### config.mk
export PLATFORM = sky130hd
export DESIGN_NAME = swq_ram
export DESIGN_NICKNAME = d
export VERILOG_FILES = /design/src/rtl/core/assert_macros.svh /design/src/rtl/core/swq_ram.sv
export SDC_FILE = /design/constraint.sdc
export NUM_CORES = 1
export LEC_CHECK = 0
export ABC_AREA = 1
export BUFFER_PORTS_ARGS = -buffer_cell sky130_fd_sc_hd__buf_2
export CAP_MARGIN = 20
export CELL_PAD_IN_SITES_DETAIL_PLACEMENT = 1
export CELL_PAD_IN_SITES_GLOBAL_PLACEMENT = 1
export CORE_ASPECT_RATIO = 1.5
export CORE_MARGIN = 5
export CORE_UTILIZATION = 55
export CTS_CLUSTER_DIAMETER = 50
export DETAILED_ROUTE_END_ITERATION = 6
export GPL_ROUTABILITY_DRIVEN = 0
export PLACE_DENSITY_LB_ADDON = 0.2
export SLEW_MARGIN = 15
export SYNTH_ARGS = -nofsm -noshare
export SYNTH_HDL_FRONTEND = slang
export SYNTH_SLANG_ARGS = --single-unit
export TNS_END_PERCENT = 50
### constraint.sdc
create_clock -name clk_i -period 3.25 [get_ports clk_i]
set_input_delay 0.4875 -clock clk_i [delete_from_list [all_inputs] [get_ports clk_i]]
set_output_delay 0.4875 -clock clk_i [all_outputs]
set_load 0.01 [all_outputs]
### src/rtl/core/assert_macros.svh
// Assertion helpers: clocked, disabled while reset is asserted.
`ifndef ASSERT_MACROS_SVH
`define ASSERT_MACROS_SVH

// Property must hold at every rising edge outside reset.
`define ASSERT_ALWAYS(lbl, clk, rst_n, prop, msg) \
  lbl: assert property (@(posedge clk) disable iff (!rst_n) (prop)) else $error(msg);

// Antecedent implies consequent on the next edge.
`define ASSERT_NEXT(lbl, clk, rst_n, ante, cons, msg) \
  lbl: assert property (@(posedge clk) disable iff (!rst_n) (ante) |=> (cons)) else $error(msg);

`endif

### src/rtl/core/swq_ram.sv
`timescale 1ns / 1ps
`default_nettype none
// Simple dual-port RAM, registered read.
module swq_ram #(
  parameter int Width = 8,
  parameter int Depth = 32,
  parameter int AddrW = 5
) (
  input  wire logic             clk_i,
  input  wire logic             we_i,
  input  wire logic [AddrW-1:0] waddr_i,
  input  wire logic [Width-1:0] wdata_i,
  input  wire logic             re_i,
  input  wire logic [AddrW-1:0] raddr_i,
  output logic      [Width-1:0] rdata_o
);

  logic [Width-1:0] mem [Depth];

  always_ff @(posedge clk_i) begin
    if (we_i) begin
      mem[waddr_i] <= wdata_i;
    end
  end

  always_ff @(posedge clk_i) begin
    if (re_i) begin
      rdata_o <= mem[raddr_i];
    end
  end

endmodule
`default_nettype wire

==> metrics.txt, run 1 <==
status=completed; max cap viols=0; Detail Placement HPWL=17.04 mm; Crit Path Max Fanout=8; Fmax=0.5225 GHz; CTS root buf=clkbuf_16; worst hold path type=in -> reg; initial core utilization=0.5536; Synth top cells by count=nand2_1, edfxtp_1, nand3_1; worst path bufs/invs=2; Post-CTS Resized=0; pwr dens=598.4 nW/um^2; share of the synthesized area in the top cell type=0.7295; H-tree level count=1; fillers=1988; skew final=14.70 ps; Post-CTS Setup Inserts=0; flip-flop and latch area=7928 sq um; CP Data Required Time=3390 ps; IO Port Bufs=28; die width=124.8 um; largest net degree at the start of global routing=81; Residual DRC=0; number of global-route vias before repair=7748; Worst-Margin Slew=891.4 ps; Max Root-Sink Buffers=3; Mapped Area=10870 sq um; Starting DRT DRC Count=599; Final Hold Viols=0; RSZ-0062 raised after global routing=no; Layout area overhead=8.359%; CP peak stage delay=820 ps; count leader, synth=nand2_1; Worst path top cell family by delay=simple AND/OR/NAND/NOR gates; number of synthesized register bits=264; vias per inst=5.892; core area=19630 sq um; IO Pins=29; Synth Net Count=943; antenna-violating nets left=0; Num CTS Buffers=24; final WL=28.47 mm; grt ovf=0; post-synthesis cell count=922; worst hold slack=321.4 ps; minimum clock period=1914 ps; CP endpoint kind=flop; YS warnings=0; sequence of cells on the critical path=buf_2 > inv_1 > nand3_1 > nor2_1; slew margin rel.=0.4035; Post-synth ARST share=0; Max Transition Viols Final=0; clk_lat worst skew=530 ps; VDD IR max=0.5058 mV; Setup Crit Path Kind=in -> reg; cell type with the largest total area after synthesis=edfxtp_1; register area share after synthesis=0.7295; Final period util=0.5889; final net count=955; Synth cell types=11; 1st-pass router iterations=7; WL/cell=23.55 um; first-pass GRT wire length=44.12 mm; critical path arrival=2060 ps; initial antenna violation count=0; Mapped Avg Cell Area=11.79 sq um; # setup viols final=0; clock sink count=264; Leak=4.317 nW; Post-synth EDFFs=264; CTS tree=built; DIE AREA=22730 sq um; Synth Flop Type=edfxtp_1; Die H=182.2 um; Tot GR Track Use=0.2528; # diodes=0; Synth area leaders=edfxtp_1, nand2_1, nand3_1; Crit-path slowest cell=nor2_1; Rows=63; Final TNS setup=0 ps; clk slew on worst S/H paths=60 ps; Multi-input gate area=2492 sq um; hold_buf cts=0; crit start category=input pin; total number of vias=7124; fraction of layout cells with a size suffix above 1=0.07903
-- per-stage QoR --
| step | power, mW | cell area (sq um) | instances | setup WS [ps] | util |
|---|---|---|---|---|---|
| detailed placement | 4.336 | 11010 | 1168 | 939.0 | 0.5612 |
| finish | 7.047 | 11780 | 1209 | 1336 | 0.5999 |
| floorplan | 4.158 | 10870 | 922 | 1728 | - |
| CTS | 7.078 | 11780 | 1209 | 1374 | 0.5999 |
| global route | 7.298 | 11780 | 1209 | 1297 | 0.5999 |
| global placement | 4.315 | 11010 | 1168 | 1026 | 0.5612 |
-- metal layers --
layer	vias up	wire length [um]	GRT usage
met5	-	0	0
met4	0	1112	0.09873
met3	74	1785	0.04129
met2	291	14740	0.4495
met1	3539	10830	0.3092
li1	3220	-	-
-- final cells by class --
type / count / area share
clock buffers: 30 / 0.05472
clock inverters: 11 / 0.009882
inverters: 10 / 0.003294
multi-input cells: 596 / 0.2117
flip-flops and latches: 264 / 0.6733
well taps: 260 / 0.02763
repair buffers: 38 / 0.01955
-- power by group --
part / switching [mW] / leakage, nW / total, mW / internal, mW
Clock: 1.21 / 0.368 / 2.78 / 1.57
Sequential: 0.0127 / 2.39 / 3.81 / 3.80
Combinational: 0.351 / 1.56 / 0.459 / 0.109
Total: 1.57 / 4.32 / 7.05 / 5.47
-- placed cells by master, fill, tap and decap left out, drive strengths merged --
cell	synthesis	final
inv	10	10
edfxtp	264	264
clkinv	0	7
nand3	204	204
clkbuf	7	30
bufinv	0	2
nand2	360	360
buf	45	38
clkinvlp	0	2
nor2	32	32
-- cells by family (layout without fill, tap and decap cells) --
logic type,after synthesis,in the layout,synth area share
buf+inv,62,89,0.04111
flops,264,264,0.7295
simple gates,596,596,0.2294
-- flip-flops by register name, indices dropped and copies added, names as in the netlist --
register and count:
rdata_o 8, mem 256
-- path summary, 6_finish.rpt --
path | from | end | slack [ps] | cells after the start
worst max-delay path | waddr_i[0] | mem[24][2] | 1340 | 4
worst min-delay path | re_i | rdata_o[6] | 320 | 1
worst max register to register | mem[29][7] | rdata_o[7] | 1870 | 8
worst min register to register | mem[2][7] | rdata_o[7] | 920 | 8
(Power assumes the default switching activity.)
==> inputs of run 2 (changes only) <==
--- a/config.mk
+++ b/config.mk
@@ -12,7 +12,7 @@
 export CELL_PAD_IN_SITES_GLOBAL_PLACEMENT = 1
 export CORE_ASPECT_RATIO = 1.5
 export CORE_MARGIN = 5
-export CORE_UTILIZATION = 55
+export CORE_UTILIZATION = 46
 export CTS_CLUSTER_DIAMETER = 50
 export DETAILED_ROUTE_END_ITERATION = 6
 export GPL_ROUTABILITY_DRIVEN = 0
==> constraint.sdc (replaced) <==
create_clock -name clk_i -period 1.6 [get_ports clk_i]
set_input_delay 0.24 -clock clk_i [delete_from_list [all_inputs] [get_ports clk_i]]
set_output_delay 0.24 -clock clk_i [all_outputs]
set_load 0.01 [all_outputs]
==> run 2 against run 1 <==
Net effect:
- sequential share of layout area down 3.7 points
- utilization down 6.9 points
- final area up 5.9%
- non-clock buffer count up 61
- critical path type is now reg -> out
- largest cell class unchanged
==> metrics.txt, run 2 (synthesis results as in run 1) <==
CP Data Required Time=1360 ps (-2030 ps); Max Root-Sink Buffers=3 (unchanged); Multi-input gate area=2492 sq um (unchanged); CTS tree=built; slew margin rel.=0.7271 (+0.3236); sequence of cells on the critical path=buf_2; Post-CTS Setup Inserts=0 (unchanged); grt ovf=0 (unchanged); largest registers=mem (256), rdata_o (8); Crit-path slowest cell=edfxtp_1; RSZ-0062 raised after global routing=no; Post-CTS Resized=0 (unchanged); Rows=69 (+9.5%); clk_lat worst skew=520 ps (about the same); worst path bufs/invs=1 (-1); fraction of layout cells with a size suffix above 1=0.1333 (+0.05424); 1st-pass router iterations=7 (unchanged); # setup viols final=0 (unchanged); worst hold path type=in -> reg; most common cell after layout, fill and taps aside=nand2_1; Setup Crit Path Kind=reg -> out; final WL=28.71 mm (+0.85%); IO Port Bufs=28 (unchanged); # diodes=0 (unchanged); WL/cell=21.55 um (-8.5%); core area=23480 sq um (+20%); minimum clock period=1359 ps; Detail Placement HPWL=18.56 mm (+8.9%); critical path arrival=1120 ps (-940 ps); Final period util=0.8496; Die H=198.2 um (+8.8%); H-tree level count=1 (unchanged); CP endpoint kind=output port; hold_buf cts=0 (unchanged); initial core utilization=0.4628 (-0.09089); overall power=14.25 mW (+100%); final net count=1017 (+6.5%); Max Transition Viols Final=0 (unchanged); max cap viols=0 (unchanged); commonest non-fill, non-tap cells in the layout=nand2_1, edfxtp_1, nand3_1; Core Util, Final=0.5310 (-0.06897); Worst-Margin Slew=409.3 ps (-482.1 ps); Leak=4.675 nW (+8.3%); antenna-violating nets left=0 (unchanged); clk slew on worst S/H paths=60 ps (about the same); skew final=10.83 ps (-3.870 ps); Fmax=0.7356 GHz; fillers=2501 (+26%); VDD IR max=0.8824 mV (+74%); IO Pins=29 (unchanged); clock sink count=264 (unchanged); status=completed; Final Hold Viols=0 (unchanged); number of global-route vias before repair=7840 (+1.2%); Worst path top cell family by delay=flip-flops; Residual DRC=0 (unchanged); crit start category=flop; pwr dens=1143 nW/um^2 (+91%); vias per inst=5.363 (-9.0%); initial antenna violation count=0 (unchanged); Starting DRT DRC Count=575 (-4.0%); Layout area overhead=14.74%; Tot GR Track Use=0.2192 (-0.03364); Biggest register=mem; Num CTS Buffers=25 (+4.2%); max reg flops=256 (unchanged); largest net degree at the start of global routing=47 (-42%); Crit Path Max Fanout=1 (-7); worst hold slack=89.38 ps (-232.1 ps); total number of vias=7143 (+0.27%); flip-flop and latch area=7928 sq um (unchanged); CP peak stage delay=430 ps (-390 ps); DIE AREA=26860 sq um (+18%); first-pass GRT wire length=44.63 mm (+1.2%); die width=135.5 um (+8.6%); CTS root buf=clkbuf_16
[run 2: worst paths after layout]
| kind | startpoint | to | slack [ps] | cells after the start |
|---|---|---|---|---|
| min reg2reg | mem[22][7] | rdata_o[7] | 880 | 8 |
| max | rdata_o[7] | rdata_o[7] | 240 | 1 |
| max reg2reg | mem[13][0] | rdata_o[0] | 260 | 8 |
| min | re_i | rdata_o[6] | 90 | 1 |
[run 2: final cells by class]
cell class	count	share of cell area
clock inverters	16	0.008731
repair buffers	99	0.06924
multi-input cells	596	0.1999
well taps	319	0.03201
flip-flops and latches	264	0.6358
clock buffers	28	0.05108
inverters	10	0.003211
[run 2: through the flow]
step	setup TNS (ps)	setup slack, ps	std cells	area [sq um]
2_1_floorplan	0	326.0	922	10870
3_3_place_gp	-426.8	-120.5	1288	11720
3_5_place_dp	-630.3	-147.0	1288	11720
4_1_cts	0	228.5	1332	12470
5_1_grt	0	196.5	1332	12470
6_report	0	240.6	1332	12470
[run 2: layer usage]
metal	vias to the layer above	part of all wire	GRT usage
met4	0	0.029	0.06911
met2	125	0.53	0.4010
met5	-	0	0
met3	49	0.032	0.02440
met1	3620	0.41	0.2707
li1	3349	-	-
[run 2: where the power goes]
group	switching (mW)	internal (mW)	leakage (nW)
sequential	0.0312	7.71	2.39
clock	2.46	3.02	0.349
combinational	0.711	0.319	1.94
